$ cat src/hw/rtl/asw_pkg.sv
package asw_pkg;

  localparam int POS_FRAC_BITS_DEF    = 16;
  localparam int WEIGHT_FRAC_BITS_DEF = 16;
  localparam int COS_TABLE_DEPTH_DEF  = 1024;

  // round(2^32/pi) and pi in Q2.30
  localparam logic [30:0] INV_PI_Q32 = 31'd1367130551;
  localparam logic [63:0] PI_Q30     = 64'd3373259426;

  localparam int SQRT_STEPS     = 32;
  localparam int SQRT_PER_STAGE = 4;
  localparam int SQRT_STAGES    = SQRT_STEPS / SQRT_PER_STAGE;
  localparam int DIST_STAGES    = 4;
  localparam int PHASE_STAGES   = 6;

  typedef enum logic [2:0] {
    REG_CENTER_X     = 3'd0,
    REG_CENTER_Y     = 3'd1,
    REG_CENTER_Z     = 3'd2,
    REG_INNER_RADIUS = 3'd3,
    REG_OUTER_RADIUS = 3'd4,
    REG_PHASE_SCALE  = 3'd5,
    REG_GROUP_MASK   = 3'd6
  } cfg_idx_t;

  typedef enum logic [1:0] {
    CLS_OUTSIDE = 2'd0,
    CLS_INSIDE  = 2'd1,
    CLS_SHELL   = 2'd2
  } cls_t;

  typedef struct packed {
    logic valid;
    logic match;
    logic last;
    cls_t cls;
  } asw_tag_t;

endpackage

$ cat src/hw/rtl/asw_sqrt.sv
module asw_sqrt import asw_pkg::*; (
  input  logic        clk,
  input  logic        rst_n,
  input  asw_tag_t    tag_i,
  input  logic [63:0] val_i,
  output asw_tag_t    tag_o,
  output logic [31:0] root_o
);

  // digit-by-digit integer square root, a few bits per stage
  asw_tag_t    tag_r  [SQRT_STAGES];
  logic [63:0] val_r  [SQRT_STAGES];
  logic [35:0] rem_r  [SQRT_STAGES];
  logic [31:0] root_r [SQRT_STAGES];

  for (genvar g = 0; g < SQRT_STAGES; g++) begin : g_stage
    logic [63:0] v_in;
    logic [35:0] r_in;
    logic [31:0] q_in;
    asw_tag_t    t_in;
    logic [63:0] v_nxt;
    logic [35:0] r_nxt;
    logic [31:0] q_nxt;
    logic [35:0] trial;

    if (g == 0) begin : g_first
      assign v_in = val_i;
      assign r_in = '0;
      assign q_in = '0;
      assign t_in = tag_i;
    end else begin : g_next
      assign v_in = val_r[g-1];
      assign r_in = rem_r[g-1];
      assign q_in = root_r[g-1];
      assign t_in = tag_r[g-1];
    end

    always_comb begin
      v_nxt = v_in;
      r_nxt = r_in;
      q_nxt = q_in;
      trial = '0;
      for (int s = 0; s < SQRT_PER_STAGE; s++) begin
        r_nxt = {r_nxt[33:0], v_nxt[63:62]};
        v_nxt = {v_nxt[61:0], 2'b00};
        trial = {2'b00, q_nxt, 2'b01};
        if (r_nxt >= trial) begin
          r_nxt = r_nxt - trial;
          q_nxt = {q_nxt[30:0], 1'b1};
        end else begin
          q_nxt = {q_nxt[30:0], 1'b0};
        end
      end
    end

    always_ff @(posedge clk) begin
      if (!rst_n) begin
        tag_r[g].valid <= 1'b0;
      end else begin
        tag_r[g].valid <= t_in.valid;
      end
      tag_r[g].match <= t_in.match;
      tag_r[g].last  <= t_in.last;
      tag_r[g].cls   <= t_in.cls;
      val_r[g]       <= v_nxt;
      rem_r[g]       <= r_nxt;
      root_r[g]      <= q_nxt;
    end
  end

  assign tag_o  = tag_r[SQRT_STAGES-1];
  assign root_o = root_r[SQRT_STAGES-1];

endmodule

$ cat config.mk
export PLATFORM = sky130hd
export DESIGN_NAME = asw_sqrt
export DESIGN_NICKNAME = d
export VERILOG_FILES = /design/src/hw/rtl/asw_pkg.sv /design/src/hw/rtl/asw_sqrt.sv
export SDC_FILE = /design/constraint.sdc
export NUM_CORES = 2
export LEC_CHECK = 0
export BUFFER_PORTS_ARGS = -buffer_cell sky130_fd_sc_hd__buf_2
export CAP_MARGIN = 20
export CORE_MARGIN = 3
export CORE_UTILIZATION = 55
export CTS_CLUSTER_DIAMETER = 60
export DETAILED_ROUTE_END_ITERATION = 10
export PLACE_DENSITY = 0.74
export SETUP_SLACK_MARGIN = 0.3
export SLEW_MARGIN = 40
export SYNTH_ARGS = -nofsm -noshare
export SYNTH_HDL_FRONTEND = slang
export SYNTH_SLANG_ARGS = --single-unit
$ cat constraint.sdc
create_clock -name clk -period 37.9 [get_ports clk]
set_input_delay 0 -clock clk [delete_from_list [all_inputs] [get_ports clk]]
set_output_delay 0 -clock clk [all_outputs]
set_load 0.05 [all_outputs]
Word-level counts from Yosys, hierarchy flattened
Memories as Yosys holds them, arrays and structs flattened.
Index checks and enable logic that the tools add are counted.
{"block": "classes", "n_addsub": 32, "n_mul": 0, "div": 0, "n_lt_le_gt_ge": 32, "eq_ne": 0, "n_shift": 0, "n_mux": 74, "bitwise": 8, "n_reduce_logical": 0}
{"cell": ">= comparator 36 x 34 -> 1 bit", "n": 28}
{"cell": "2-to-1 mux 34 bit", "n": 24}
{"cell": "subtractor 34 bit", "n": 21}
{"cell": "2-to-1 mux 36 bit", "n": 8}
{"cell": "subtractor 36 x 34 -> 36 bit", "n": 7}
{"cell": "2-to-1 mux 1 bit", "n": 42}
{"cell": ">= comparator 36 x 3 -> 1 bit", "n": 1}
{"cell": ">= comparator 36 x 4 -> 1 bit", "n": 1}
{"cell": ">= comparator 36 x 5 -> 1 bit", "n": 1}
{"cell": "subtractor 36 x 5 -> 36 bit", "n": 1}
{"cell": "subtractor 34 x 3 -> 34 bit", "n": 1}
{"cell": "subtractor 34 x 4 -> 34 bit", "n": 1}
{"cell": "bitwise OR 1 bit", "n": 8}
{"cell": "subtractor 2 x 1 -> 3 bit, second input constant", "n": 1}
{"cell": ">= comparator 2 x 1 -> 1 bit, second input constant", "n": 1}
{"block": "word_totals", "reg_bits": 0, "latchBits": 0, "ramBits": 1032, "rom_bits": 0, "inputBits": 71, "out_inout_bits": 37, "word_cells": 150, "memories": 4}
{"memory": "val_r", "depth": 8, "width": 56, "rd": 7, "rd_clocked_by_memory_dff": 0, "wr": 8, "line_no": "asw_sqrt.sv:12", "text": "logic [63:0] val_r [SQRT_STAGES];"}
{"memory": "rem_r", "depth": 8, "width": 36, "rd": 7, "rd_clocked_by_memory_dff": 0, "wr": 8, "line_no": "asw_sqrt.sv:13", "text": "logic [35:0] rem_r [SQRT_STAGES];"}
{"memory": "root_r", "depth": 8, "width": 32, "rd": 8, "rd_clocked_by_memory_dff": 0, "wr": 8, "line_no": "asw_sqrt.sv:14", "text": "logic [31:0] root_r [SQRT_STAGES];"}
{"memory": "tag_r", "depth": 8, "width": 5, "rd": 8, "rd_clocked_by_memory_dff": 0, "wr": 8, "line_no": "asw_sqrt.sv:11", "text": "asw_tag_t tag_r [SQRT_STAGES];"}

Depth between registers and ports, before layout
An unclocked memory read counts as a cell.
{"block": "logic_depth", "depth_word": 9, "ltp_mapped": 69, "depth_no_buf": 64}

Worst setup path after synthesis
No wires, ideal clock.
{"block": "synth_timing", "path_kind": "register to register", "startpoint": "memory root_r[4][11], in the netlist root_r[1][11]", "endpoint": "memory rem_r[5][12]", "setup_ps": 70, "arrival_time_ps": 12456, "required_time_ps": 37830, "path_slack_ps": 25374, "path_stages_with_launch": 64, "n_path_buf": 11, "period_less_slack_ps": 12526, "cell_sequence": "dfxtp_1 inv_1 ha_1 clkbuf_1 nand4_1 nor3_1 o31ai_1 a31o_2 nand2_1 clkinv_1 clkbuf_1 clkbuf_1 nor2_1 nor2_1 ha_1 a21o_1 a21o_1 a221oi_1 [... 28 more ...] o21ai_0 ha_1 a21o_1 a21o_1 a21o_1 a21oi_1 nor2_1 o21ai_0 nand2b_1 a21oi_1 a21oi_1 a311oi_1 o21ai_0 nand3_1 nand2_1 clkbuf_1 buf_1 a21oi_1"}
{"element": "start: declaration", "line_no": "asw_sqrt.sv:14"}
{"element": "end: declaration", "line_no": "asw_sqrt.sv:13"}

==> Flow_metrics.wiki <==
{| class="wikitable"
! Metric !! Value
|-
| Outcome || finished, final reports clean
|-
| Setup repair after global routing missed its margin || false
|-
| Placed cell areas || 61400 µm²
|-
| Setup TNS || 0 ns
|-
| Pre-CTS setup slack || 23.48 ns
|-
| CP Class || register to register
|-
| Ys flop type || sky130_fd_sc_hd__dfxtp_1
|-
| Area used by sequential logic in the layout || 12900 µm²
|-
| Floorplan die area || 113000 µm²
|-
| Via count of the first global-routing pass || 56.1k
|-
| Sort of element at the start of the critical path || register
|-
| Deepest clock path buffer count || 3
|-
| Logic pwr share || 0.548
|-
| Flops & latches, synth || 646
|-
| Cell Pwr Density || 58.9 nW/µm²
|-
| Average cell area after synthesis || 7.59 µm²
|-
| PostCTS Resize Cnt || 0
|-
| Share of layout cells above drive strength 1 || 0.0700
|-
| Die span in y || 336 µm
|-
| Source-to-sink clock delay at the later pin of the worst-skew pair || 0.68 ns
|-
| Number of hold-slack violations in the final timing report || 0
|-
| Final critical delay including setup and external delays || 14.92 ns
|-
| Area of combinational cells with multiple inputs || 44500 µm²
|-
| Max-capacitance violation count || 0
|-
| I/O pin count || 108
|-
| Root buffer selected by CTS || sky130_fd_sc_hd__clkbuf_16
|-
| Clock sinks || 646
|-
| Post-layout instance count excluding filler cells || 9448
|-
| Detailed Route Iter0 Violations || 5762
|-
| 1st-pass router iterations || 7
|-
| Most common library cell in the layout ignoring fill and taps || sky130_fd_sc_hd__nand2_1
|-
| Total length of routed wires || 201 mm
|-
| Count of filler cells inserted in the layout || 9833
|-
| Routability Congestion || 1.04
|-
| Cell-internal power || 2.07 mW
|-
| Maximum fanout encountered on the critical timing path || 30
|-
| Grt ovf || 0
|-
| First-pass GRT wire length || 312 mm
|-
| Post-synth cell types || 130
|-
| Longest individual stage delay on the worst path || 0.73 ns
|-
| Pin count of the biggest net entering global routing || 58
|-
| Sequential share of power || 0.238
|-
| Final-report setup violation count || 0
|-
| Switching power || 1.79 mW
|-
| Number of CTS-inserted buffers || 85
|-
| Most common cell type on the critical path || sky130_fd_sc_hd__a21oi_1
|-
| Number of enable flip-flop cells after synthesis || 0
|-
| Required arrival time at the worst endpoint || 38.45 ns
|-
| Half-perimeter wire length of the detailed placement result || 160 mm
|-
| Final Total Pwr || 3.87 mW
|-
| Final Slew Violations || 0
|-
| Routed WL per cell || 21.3 µm
|-
| Top library cells by usage in the layout, fill and taps aside || sky130_fd_sc_hd__nand2_1 (713), sky130_fd_sc_hd__nor2_1 (706), sky130_fd_sc_hd__a21oi_1 (702), sky130_fd_sc_hd__dfxtp_1 (646), sky130_fd_sc_hd__ha_1 (560)
|-
| Worst hold slack || 0.0316 ns
|-
| Switching power share of the total || 0.464
|-
| Slowest stage cell, crit path || sky130_fd_sc_hd__a41oi_1
|-
| Number of nets in the final layout || 8610
|-
| Post-synth design cell area || 59800 µm²
|-
| Endpoint kind of the worst setup timing path || register
|-
| Depth of the CTS H-tree || 3
|-
| Max Freq || 67.0 MHz
|-
| Count of mapped cells out of synthesis || 7879
|-
| Worst Path Arrival || 15.47 ns
|-
| Max IR drop VDD || 41.1 µV
|-
| Post-synthesis async set-or-reset flop share || 0
|-
| Post-detailed-route DRC marker count || 0
|-
| Core Area || 108000 µm²
|-
| Initial core utilization || 0.557
|-
| Die X || 336 µm
|-
| Via-to-Cell Ratio || 6.36
|-
| Total instance count after detailed placement || 9167
|-
| Layout overhead on the synthesized area || 9.66%
|-
| Fin Clk Skew || 0.0216 ns
|-
| Proportion of synthesized chip area in sequential cells || 0.216
|-
| Port bufs || 107
|-
| Max-Slew Margin vs Limit || 0.417
|-
| Layout Utilization || 0.610
|-
| Type of the worst min-delay path || input pin to register
|-
| Initial antenna violation count || 3
|-
| Post-route setup slack || 22.98 ns
|-
| Ratio of final minimum period to clock period || 0.394
|-
| Post-route ant nets || 0
|-
| Fin area || 65600 µm²
|-
| Syn. warnings || 0
|-
| Detailed-route via count || 60.1k
|-
| Overall global routing resource usage || 0.343
|-
| Clock transition at the register clock pins on the worst setup and hold paths after CTS || 0.06 ns
|-
| Static power due to leakage || 29.6 nW
|-
| Worst-margin pin slew || 0.866 ns
|-
| Fraction of power consumed by the clock network || 0.214
|-
| Clock tree from TritonCTS || built
|-
| Row Count || 120
|}
worst paths after layout:
check	cells past startpoint	start	slack, ns	endpoint
worst min-delay path	2	val_i[55]	0.03	val_r[0][55]
worst max register to register	57	root_r[0][64]	22.98	rem_r[3][21]
worst min register to register	0	val_r[4][41]	0.31	val_r[5][49]
worst max-delay path	57	root_r[0][64]	22.98	rem_r[3][21]
area by class of cell:
type | count | share of cell area
Tap cell | 1403 | 0.0268
Sequential cell | 646 | 0.197
Clock inverter | 52 | 0.00990
Timing Repair Buffer | 265 | 0.0312
Antenna cell | 3 | 0.000114
Inverter | 386 | 0.0221
Multi-Input combinational cell | 6595 | 0.678
Clock buffer | 98 | 0.0346
critical path: cells and delay by family (launching register included):
kind / cells / cell delay, ns
compound gates: 32 / 6.39
simple gates: 12 / 3.29
buf+inv: 7 / 3.08
fa+ha+maj: 4 / 1.31
xor+xnor: 2 / 0.36
flops: 1 / 0.32
Yosys cell counts (all sizes together) (111+ instances only):
library cell | number | area, µm²
xor2 | 291 | 2550
ha | 560 | 7010
xnor2 | 449 | 3950
a21o | 288 | 2160
a21oi | 706 | 3540
nor2 | 708 | 2660
nand2b | 111 | 694
nand2 | 716 | 2700
dfxtp | 646 | 12900
nand3 | 198 | 1020
inv | 381 | 1430
clkbuf | 176 | 662
o21ai | 481 | 2410
nor3 | 233 | 1220
nand4 | 131 | 820
sequential cells by signal, summed over array words and instances, names as in the netlist:
name / cells
rem_r: 238
val_r: 224
tag_r: 40
root_r: 144
logic make-up (layout without fill, tap and decap cells):
group                    after synthesis  count (layout)  share of synthesized area
flip-flops                           646             646                      0.216
AND/OR/NAND/NOR                     2822            2822                      0.239
AO/OA/AOI/OAI                       2356            2356                      0.256
XOR/XNOR                             740             740                      0.109
multiplexers                         114             114                     0.0210
adder cells (fa/ha/maj)              560             560                      0.117
other                                  1               6                  0.0000627
buffers and inverters                640             801                     0.0420
metal layers:
metal,part of all wire,global-route usage,up-vias
li1,-,-,29000
met1,0.41,0.432,28000
met2,0.46,0.575,2484
met3,0.069,0.0470,598
met4,0.057,0.172,0
met5,0,0,-
power by group through the flow:
stage               Combinational (mW)  Clock, mW  Sequential [mW]
global route                      2.30      0.872            0.929
floorplan                         1.55          0            0.875
global placement                  2.02          0            0.927
CTS                               2.06      0.845            0.915
finish                            2.12      0.829            0.919
detailed placement                2.04          0            0.928
timing repair:
action	CTS	global route
hold buffers	128	0
endpoints found under the hold margin	78	0
setup buffers	0	0
Note: power is estimated with default switching activity, not from simulation.
